===== src/design/fths_pkg.sv =====
// shared types, codes and defaults for the face track hold smoother
package fths_pkg;

	localparam int DEF_COORD_BITS = 12;
	localparam int DEF_TIME_BITS  = 40;

	localparam logic FUNC_CAND = 1'b0;
	localparam logic FUNC_EOF  = 1'b1;

	localparam logic [1:0] SRC_NONE  = 2'd0;
	localparam logic [1:0] SRC_HELD  = 2'd1;
	localparam logic [1:0] SRC_FRESH = 2'd2;

	localparam logic [6:0] CONF_FRESH = 7'd100;
	localparam logic [6:0] CONF_NONE  = 7'd0;

	localparam logic [1:0] CFG_DETECTOR_READY = 2'd0;
	localparam logic [1:0] CFG_MAX_MISSES     = 2'd1;
	localparam logic [1:0] CFG_MAX_HOLD_MS    = 2'd2;
	localparam logic [1:0] CFG_HELD_CONF      = 2'd3;

	localparam logic [2:0]  RST_MAX_MISSES  = 3'd3;
	localparam logic [15:0] RST_MAX_HOLD_MS = 16'd200;
	localparam logic [6:0]  RST_HELD_CONF   = 7'd45;

	typedef struct packed {
		logic        detector_ready;
		logic [2:0]  max_held_misses;
		logic [15:0] max_hold_ms;
		logic [6:0]  held_confidence_pct;
	} cfg_t;

	typedef struct packed {
		logic cand;
		logic frame_end;
	} step_t;

endpackage


===== src/design/fths_best.sv =====
// best candidate tracker for the current frame
module fths_best #(
	parameter int COORD_BITS = fths_pkg::DEF_COORD_BITS
) (
	input  logic                    clk,
	input  logic                    arst_n,
	input  fths_pkg::step_t         step,
	input  logic [COORD_BITS-1:0]   cand_x,
	input  logic [COORD_BITS-1:0]   cand_y,
	input  logic [COORD_BITS-1:0]   cand_w,
	input  logic [COORD_BITS-1:0]   cand_h,
	input  logic [2*COORD_BITS-1:0] cand_area,
	output logic                    found,
	output logic [COORD_BITS-1:0]   best_x,
	output logic [COORD_BITS-1:0]   best_y,
	output logic [COORD_BITS-1:0]   best_w,
	output logic [COORD_BITS-1:0]   best_h
);
	import fths_pkg::*;

	logic                    have_q;
	logic [COORD_BITS-1:0]   x_q, y_q, w_q, h_q;
	logic [2*COORD_BITS-1:0] area_q;
	logic                    beats;

	always_comb begin
		beats = 1'b0;
		if (cand_area != area_q) begin
			beats = cand_area > area_q;
		end else if (cand_y != y_q) begin
			beats = cand_y < y_q;
		end else begin
			beats = cand_x < x_q;
		end
	end

	always_ff @(posedge clk or negedge arst_n) begin
		if (!arst_n) begin
			have_q <= 1'b0;
		end else if (step.frame_end) begin
			have_q <= 1'b0;
		end else if (step.cand) begin
			have_q <= 1'b1;
		end
	end

	always_ff @(posedge clk) begin
		if (step.cand && (!have_q || beats)) begin
			x_q    <= cand_x;
			y_q    <= cand_y;
			w_q    <= cand_w;
			h_q    <= cand_h;
			area_q <= cand_area;
		end
	end

	assign found  = have_q;
	assign best_x = x_q;
	assign best_y = y_q;
	assign best_w = w_q;
	assign best_h = h_q;

endmodule


===== src/design/fths_hold.sv =====
// frame end hold logic, averaging and result register
module fths_hold #(
	parameter int COORD_BITS = fths_pkg::DEF_COORD_BITS,
	parameter int TIME_BITS  = fths_pkg::DEF_TIME_BITS,
	parameter int OUT_W      = ((7 + 4*COORD_BITS + 7) / 8) * 8
) (
	input  logic                  clk,
	input  logic                  arst_n,
	input  fths_pkg::step_t       step,
	input  fths_pkg::cfg_t        cfg,
	input  logic                  found,
	input  logic [COORD_BITS-1:0] best_x,
	input  logic [COORD_BITS-1:0] best_y,
	input  logic [COORD_BITS-1:0] best_w,
	input  logic [COORD_BITS-1:0] best_h,
	input  logic                  usable,
	input  logic [TIME_BITS-1:0]  now,
	input  logic                  m_tready,
	output logic                  m_tvalid,
	output logic [OUT_W-1:0]      m_tdata,
	output logic [2:0]            m_tuser,
	output logic                  out_free
);
	import fths_pkg::*;

	localparam int RECT_BITS = 4*COORD_BITS;

	logic                 holding_q;
	logic [RECT_BITS-1:0] held_q;
	logic [2:0]           miss_q;
	logic [TIME_BITS-1:0] last_q;

	logic                 out_valid_q;
	logic [OUT_W-1:0]     out_data_q;
	logic [2:0]           out_user_q;

	logic [RECT_BITS-1:0] best_rect, avg_rect, sel_rect, res_rect;
	logic [3:0]           misses;
	logic [TIME_BITS-1:0] elapsed;
	logic                 in_window;
	logic [1:0]           res_src;
	logic [6:0]           res_conf;

	function automatic logic [COORD_BITS-1:0] avg_up(
		input logic [COORD_BITS-1:0] a,
		input logic [COORD_BITS-1:0] b
	);
		logic [COORD_BITS:0] s;
		s = {1'b0, a} + {1'b0, b} + (COORD_BITS+1)'(1);
		return s[COORD_BITS:1];
	endfunction

	assign best_rect = {best_h, best_w, best_y, best_x};

	always_comb begin
		for (int i = 0; i < 4; i++) begin
			avg_rect[i*COORD_BITS +: COORD_BITS] =
				avg_up(held_q[i*COORD_BITS +: COORD_BITS],
					best_rect[i*COORD_BITS +: COORD_BITS]);
		end
	end

	assign sel_rect  = holding_q ? avg_rect : best_rect;
	assign misses    = {1'b0, miss_q} + 4'd1;
	assign elapsed   = now - last_q;
	assign in_window = holding_q && (misses <= {1'b0, cfg.max_held_misses}) &&
		(now >= last_q) && (elapsed <= TIME_BITS'(cfg.max_hold_ms));

	always_comb begin
		res_src  = SRC_NONE;
		res_conf = CONF_NONE;
		res_rect = '0;
		if (cfg.detector_ready && usable) begin
			if (found) begin
				res_src  = SRC_FRESH;
				res_conf = CONF_FRESH;
				res_rect = sel_rect;
			end else if (in_window) begin
				res_src  = SRC_HELD;
				res_conf = cfg.held_confidence_pct;
				res_rect = held_q;
			end
		end
	end

	always_ff @(posedge clk or negedge arst_n) begin
		if (!arst_n) begin
			holding_q <= 1'b0;
			miss_q    <= '0;
		end else if (step.frame_end && cfg.detector_ready && usable) begin
			if (found) begin
				holding_q <= 1'b1;
				miss_q    <= '0;
			end else if (in_window) begin
				miss_q <= misses[2:0];
			end else begin
				holding_q <= 1'b0;
				miss_q    <= '0;
			end
		end
	end

	always_ff @(posedge clk) begin
		if (step.frame_end && cfg.detector_ready && usable && found) begin
			held_q <= sel_rect;
			last_q <= now;
		end
	end

	always_ff @(posedge clk or negedge arst_n) begin
		if (!arst_n) begin
			out_valid_q <= 1'b0;
		end else if (step.frame_end) begin
			out_valid_q <= 1'b1;
		end else if (m_tready) begin
			out_valid_q <= 1'b0;
		end
	end

	always_ff @(posedge clk) begin
		if (step.frame_end) begin
			out_data_q <= OUT_W'({res_rect, res_conf});
			out_user_q <= {res_src, res_src != SRC_NONE};
		end
	end

	assign out_free = !out_valid_q || m_tready;
	assign m_tvalid = out_valid_q;
	assign m_tdata  = out_data_q;
	assign m_tuser  = out_user_q;

endmodule


===== src/design/face_track_hold_smoother_core.sv =====
// top level of the face track hold smoother
// path: an accepted frame end request sits in the input register, then loads the result register that drives m_tvalid
// throughput: one request per cycle; the input waits only while a frame end sits in the
// input register and the result register holds an untaken result
// reset: arst_n clears the hold, the frame's best candidate, all valid flags and
// loads the register defaults (detector not ready, 3 misses, 200 ms, 45 percent)
module face_track_hold_smoother_core #(
	parameter int COORD_BITS = fths_pkg::DEF_COORD_BITS,
	parameter int TIME_BITS  = fths_pkg::DEF_TIME_BITS,
	parameter int IN_W  = ((4*COORD_BITS + 1 + TIME_BITS + 7) / 8) * 8,
	parameter int OUT_W = ((7 + 4*COORD_BITS + 7) / 8) * 8
) (
	input  logic             clk,
	input  logic             arst_n,
	input  logic             s_tvalid,
	output logic             s_tready,
	// face_x, face_y, face_w, face_h, frame_usable, time_ms, zero fill
	input  logic [IN_W-1:0]  s_tdata,
	// func
	input  logic             s_tuser,
	output logic             m_tvalid,
	input  logic             m_tready,
	// confidence_pct, out_x, out_y, out_w, out_h, zero fill
	output logic [OUT_W-1:0] m_tdata,
	// face_found, source
	output logic [2:0]       m_tuser,
	input  logic             cfg_valid,
	output logic             cfg_ready,
	input  logic [1:0]       cfg_index,
	input  logic [15:0]      cfg_data
);
	import fths_pkg::*;

	localparam int C = COORD_BITS;

	cfg_t cfg_q;

	logic                 valid_s1;
	logic                 func_s1;
	logic [C-1:0]         x_s1, y_s1, w_s1, h_s1;
	logic [2*C-1:0]       area_s1;
	logic                 usable_s1;
	logic [TIME_BITS-1:0] time_s1;

	logic [2*C-1:0] area_in;
	logic           adv, out_free, found;
	logic [C-1:0]   best_x, best_y, best_w, best_h;
	step_t          step;

	assign cfg_ready = 1'b1;

	always_ff @(posedge clk or negedge arst_n) begin
		if (!arst_n) begin
			cfg_q.detector_ready      <= 1'b0;
			cfg_q.max_held_misses     <= RST_MAX_MISSES;
			cfg_q.max_hold_ms         <= RST_MAX_HOLD_MS;
			cfg_q.held_confidence_pct <= RST_HELD_CONF;
		end else if (cfg_valid) begin
			case (cfg_index)
				CFG_DETECTOR_READY: cfg_q.detector_ready <= cfg_data[0];
				CFG_MAX_MISSES:     cfg_q.max_held_misses <= cfg_data[2:0];
				CFG_MAX_HOLD_MS:    cfg_q.max_hold_ms <= cfg_data;
				CFG_HELD_CONF:      cfg_q.held_confidence_pct <= cfg_data[6:0];
				default: begin
				end
			endcase
		end
	end

	assign area_in = {{C{1'b0}}, s_tdata[2*C +: C]} * {{C{1'b0}}, s_tdata[3*C +: C]};

	assign adv      = valid_s1 && ((func_s1 == FUNC_CAND) || out_free);
	assign s_tready = !valid_s1 || adv;

	assign step.cand      = valid_s1 && (func_s1 == FUNC_CAND);
	assign step.frame_end = valid_s1 && (func_s1 == FUNC_EOF) && out_free;

	always_ff @(posedge clk or negedge arst_n) begin
		if (!arst_n) begin
			valid_s1 <= 1'b0;
		end else if (s_tready) begin
			valid_s1 <= s_tvalid;
		end
	end

	always_ff @(posedge clk) begin
		if (s_tvalid && s_tready) begin
			func_s1   <= s_tuser;
			x_s1      <= s_tdata[0 +: C];
			y_s1      <= s_tdata[C +: C];
			w_s1      <= s_tdata[2*C +: C];
			h_s1      <= s_tdata[3*C +: C];
			area_s1   <= area_in;
			usable_s1 <= s_tdata[4*C];
			time_s1   <= s_tdata[4*C+1 +: TIME_BITS];
		end
	end

	fths_best #(
		.COORD_BITS(COORD_BITS)
	) u_best (
		.clk      (clk),
		.arst_n   (arst_n),
		.step     (step),
		.cand_x   (x_s1),
		.cand_y   (y_s1),
		.cand_w   (w_s1),
		.cand_h   (h_s1),
		.cand_area(area_s1),
		.found    (found),
		.best_x   (best_x),
		.best_y   (best_y),
		.best_w   (best_w),
		.best_h   (best_h)
	);

	fths_hold #(
		.COORD_BITS(COORD_BITS),
		.TIME_BITS (TIME_BITS),
		.OUT_W     (OUT_W)
	) u_hold (
		.clk     (clk),
		.arst_n  (arst_n),
		.step    (step),
		.cfg     (cfg_q),
		.found   (found),
		.best_x  (best_x),
		.best_y  (best_y),
		.best_w  (best_w),
		.best_h  (best_h),
		.usable  (usable_s1),
		.now     (time_s1),
		.m_tready(m_tready),
		.m_tvalid(m_tvalid),
		.m_tdata (m_tdata),
		.m_tuser (m_tuser),
		.out_free(out_free)
	);

	a_none_is_empty: assert property (@(posedge clk) disable iff (!arst_n)
		m_tvalid && !m_tuser[0] |-> m_tuser[2:1] == SRC_NONE && m_tdata == '0)
		else $error("no-face result carries data");

	a_found_has_source: assert property (@(posedge clk) disable iff (!arst_n)
		m_tvalid && m_tuser[0] |-> m_tuser[2:1] == SRC_HELD || m_tuser[2:1] == SRC_FRESH)
		else $error("face result without source");

	a_fresh_conf: assert property (@(posedge clk) disable iff (!arst_n)
		m_tvalid && m_tuser[2:1] == SRC_FRESH |-> m_tdata[6:0] == CONF_FRESH)
		else $error("fresh result with wrong confidence");

	a_stall_only_eof: assert property (@(posedge clk) disable iff (!arst_n)
		!s_tready |-> valid_s1 && func_s1 == FUNC_EOF && m_tvalid && !m_tready)
		else $error("input stalled without a blocked frame end");

	a_eof_loads_result: assert property (@(posedge clk) disable iff (!arst_n)
		step.frame_end |=> m_tvalid)
		else $error("frame end did not produce a result");

endmodule


===== config.mk =====
export PLATFORM = sky130hd
export DESIGN_NAME = face_track_hold_smoother_core
export DESIGN_NICKNAME = d
export VERILOG_FILES = /design/src/design/fths_pkg.sv /design/src/design/fths_best.sv /design/src/design/fths_hold.sv /design/src/design/face_track_hold_smoother_core.sv
export SDC_FILE = /design/constraint.sdc
export NUM_CORES = 1
export LEC_CHECK = 0
export BUFFER_PORTS_ARGS = -buffer_cell sky130_fd_sc_hd__buf_2
export CORE_MARGIN = 2
export CORE_UTILIZATION = 62
export CTS_CLUSTER_SIZE = 14
export DETAILED_ROUTE_END_ITERATION = 10
export PLACE_DENSITY = 0.88
export SLEW_MARGIN = 20
export SYNTH_ARGS = -nofsm -noshare
export SYNTH_HDL_FRONTEND = slang
export SYNTH_HIERARCHICAL = 1
export SYNTH_SLANG_ARGS = --single-unit
export TNS_END_PERCENT = 50

===== constraint.sdc =====
create_clock -name clk -period 5.8 [get_ports clk]
set_input_delay 0.87 -clock clk [delete_from_list [all_inputs] [get_ports clk]]
set_output_delay 0.87 -clock clk [all_outputs]
set_load 0.05 [all_outputs]

==> flow_metrics.tcl <==
set metrics [dict create \
    final_nets 2756 \
    synth_cell_types 92 \
    syn_area_um2 24000 \
    synthTopCellsByArea "edfxtp_1 (42%), ha_1 (11%), fa_1 (8.8%)" \
    relSlewSlack 0.285 \
    ant_nets 0 \
    whs_ns 0.396 \
    syn_avg_cell_area_um2 11.2 \
    netlist_instances 2152 \
    placed_area_um2 25400 \
    seqPwrFrac 0.354 \
    fin_crit_sh 0.926 \
    synth_edf_count 332 \
    wl_per_cell_um 19.4 \
    drv_cap 0 \
    grt_pass1_wl_um 91500 \
    tns_ns 0 \
    rr_startpoint "time_s1[0]" \
    status "completed" \
    cp_slowest_cell "or4_1" \
    insertion_delay_ns 0.57 \
    crit_fanout 6 \
    finalWeightedCongestion 0.922 \
    reg2regPathDepth 17 \
    p_clk_frac 0.255 \
    fin_area_um2 26700 \
    root_buffer "clkbuf_16" \
    finalHoldViolCount 0 \
    r2r_slack_ns 0.43 \
    cp.arrival_ns 5.76 \
    overflow 0 \
    drc_errors 0 \
    netlist.area_leader.share 0.415 \
    grt_usage 0.281 \
    critPathMaxStageDelay_ns 0.54 \
    power_leakage_nw 11.6 \
    synth_ff_type "edfxtp_1" \
    grt_max_degree 73 \
    internal_power_mw 6.30 \
    hold_path_class "in2async" \
    via_per_inst 6.10 \
    fin_worst_skew_ns 0.0191 \
    crit_path_cell_trace "inv_1, ha_1, fa_1, nor2b_1, o31ai_2, a211oi_1, o31a_1, xor2_1, ha_1, nand4_1, nor4_1, a21oi_1, or4_1, or4_1, nor4_2, nand4_2, nor3_1" \
    period_minus_slack_ns 5.37 \
    cts_buffers 40 \
    post-place-ws_ns 0.00282 \
    synth.yosys.seq_area_share 0.451 \
    num_antenna_cells 0 \
    htree_levels 2 \
    first_pass_iters 5 \
    core_area_um2 38500 \
    antenna_found_initial 1 \
    r2r-end "u_hold/m_tdata[4]" \
    ys_warn_count 6 \
    cts_buffer_depth 3 \
    clock-sinks 366 \
    fp-row-count 72 \
    port-buffer-count 172 \
    die_y_um 201 \
    syn_nets 2590 \
    fmax_mhz 186 \
    p_switching_mw 3.54 \
    endpoint "u_hold/m_tdata[4]" \
    hpwl_um 40100 \
    async_flop_share 0.0929 \
    start_util 0.624 \
    ios 182 \
    p_comb_frac 0.391 \
    setup_viol 0 \
    grt_setup_unrepaired "no" \
    yosysTopAreaCell "edfxtp_1" \
    vias 17500 \
    drt_iter0_markers 1442 \
    fp.dieW_um 201 \
    worstMarginPinSlew_ns 1.07 \
    area_delta_synth_final_pct 11.3 \
    power_mw 9.84 \
    postCtsHoldBufs 0 \
    clk_pin_slew_ns 0.06 \
    critPathKind "reg2reg" \
    crit_required_ns 6.19 \
    endpoint_kind "flip-flop" \
    vdd_drop_max_v 0.000396 \
    cp-start-kind "flip-flop" \
    tritoncts "done" \
    drv_slew 0 \
    first_global_vias 18000 \
    powerDensity_nw_per_um2 369 \
    setup_slack_ns 0.427 \
    swShare 0.360 \
    yosys_register_bits 366 \
    setup.worst_path.start "time_s1[0]" \
    drt_wl_total_um 55800 \
    post_route_cells_drive_above_1_share 0.155 \
    dieArea_um2 40300 \
]
synth_stat cells, drive strengths merged, types with 29 or more instances:
cell type,n
nor3,29
and2,61
xnor2,44
mux2,57
ha,213
a21oi,110
o21ai,74
nand4,40
nor2,84
fa,105
nand2,190
edfxtp,332
inv,293
a21o,33
nand3,45
a22o,48
clkbuf,46
how the worst min path moves through the flow:
| stage | end | slack [ns] | cells after the start |
|---|---|---|---|
| 6_report | valid_s1 | 0.40 | 1 |
| 5_1_grt | u_best/best_w[2] | 0.42 | 0 |
| 4_1_cts | cfg_q[8] | 0.40 | 1 |
| 3_5_place_dp | u_best/best_w[3] | 0.40 | 0 |
| 3_3_place_gp | u_best/best_h[0] | 0.40 | 0 |
| 2_1_floorplan | u_best/best_h[0] | 0.40 | 0 |
worst max-delay path, delay by kind of cell (launching register included):
kind,cells,cell delay (ns)
AND/OR/NAND/NOR,8,2.71
AO/OA/AOI/OAI,4,1.01
adder cells (fa/ha/maj),3,0.97
flip-flops,1,0.37
XOR/XNOR,1,0.08
buffers and inverters,1,0.06
through the flow:
step,util,std cells
detailed placement,0.660,2794
floorplan,-,2152
global placement,0.660,2794
CTS,0.694,2868
global route,0.694,2868
finish,0.694,2868
flip-flops by register name, indices dropped and copies added, names as in the netlist, 24 cells and up:
| signal | flops |
|---|---|
| u_hold/m_tdata | 55 |
| area_s1 | 24 |
| u_hold/held_q | 48 |
| cfg_q | 27 |
| u_hold/last_q | 40 |
| time_s1 | 40 |
| u_best/area_q | 24 |
cell usage in the layout, fill, tap and decap left out, types with 19 or more instances in the layout:
master	n
o21ai_0	54
dfrtp_1	24
o21ai_1	19
nand4_1	36
nor3_1	28
xnor2_1	44
xor2_1	24
a22o_1	48
a21oi_1	106
nand3_1	44
ha_1	213
buf_4	22
nor2_1	83
clkbuf_16	40
buf_2	172
a211oi_1	21
mux2_2	55
edfxtp_1	332
and2_1	58
a21o_1	33
fa_1	105
nand2_1	190
o21a_1	20
inv_1	293
logic make-up after synthesis:
logic type / share of synthesized area
adders and majority gates: 0.199
DFF: 0.451
buffers and inverters: 0.0590
other: 0.000313
AOI/OAI and AO/OA: 0.122
muxes: 0.0276
and+or+nand+nor: 0.116
xor gates and xnor gates: 0.0248
power by group through the flow:
stage	combinational [mW]	sequential (mW)	clock, mW
3_5_place_dp	3.76	3.54	0
3_3_place_gp	3.59	3.52	0
5_1_grt	4.27	3.52	2.64
6_report	3.84	3.49	2.51
2_1_floorplan	2.74	3.58	0
4_1_cts	3.83	3.49	2.54
layout make-up:
| type | instances | area (um2) |
|---|---|---|
| tap | 518 | 648 |
| fill | 2561 | 11800 |
| timing repair buffer | 195 | 1050 |
| clock buffer | 51 | 1110 |
| clock inverter | 23 | 188 |
| multi-input combinational | 1422 | 11800 |
| sequential | 366 | 10800 |
| inverter | 293 | 1100 |
per-layer routing:
metal	global-route usage	vias up	routed length [um]
met5	0	-	11
met4	0.112	2	1930
met3	0.0425	164	4030
met2	0.478	802	27500
met1	0.364	8517	22300
li1	-	8015	-
what timing repair did:
action / in CTS / in global routing
endpoints found under the setup margin: 0 / 2
setup buffers: 0 / 0
gates resized for setup: 0 / 1
Note: power is estimated with default switching activity, not from simulation.
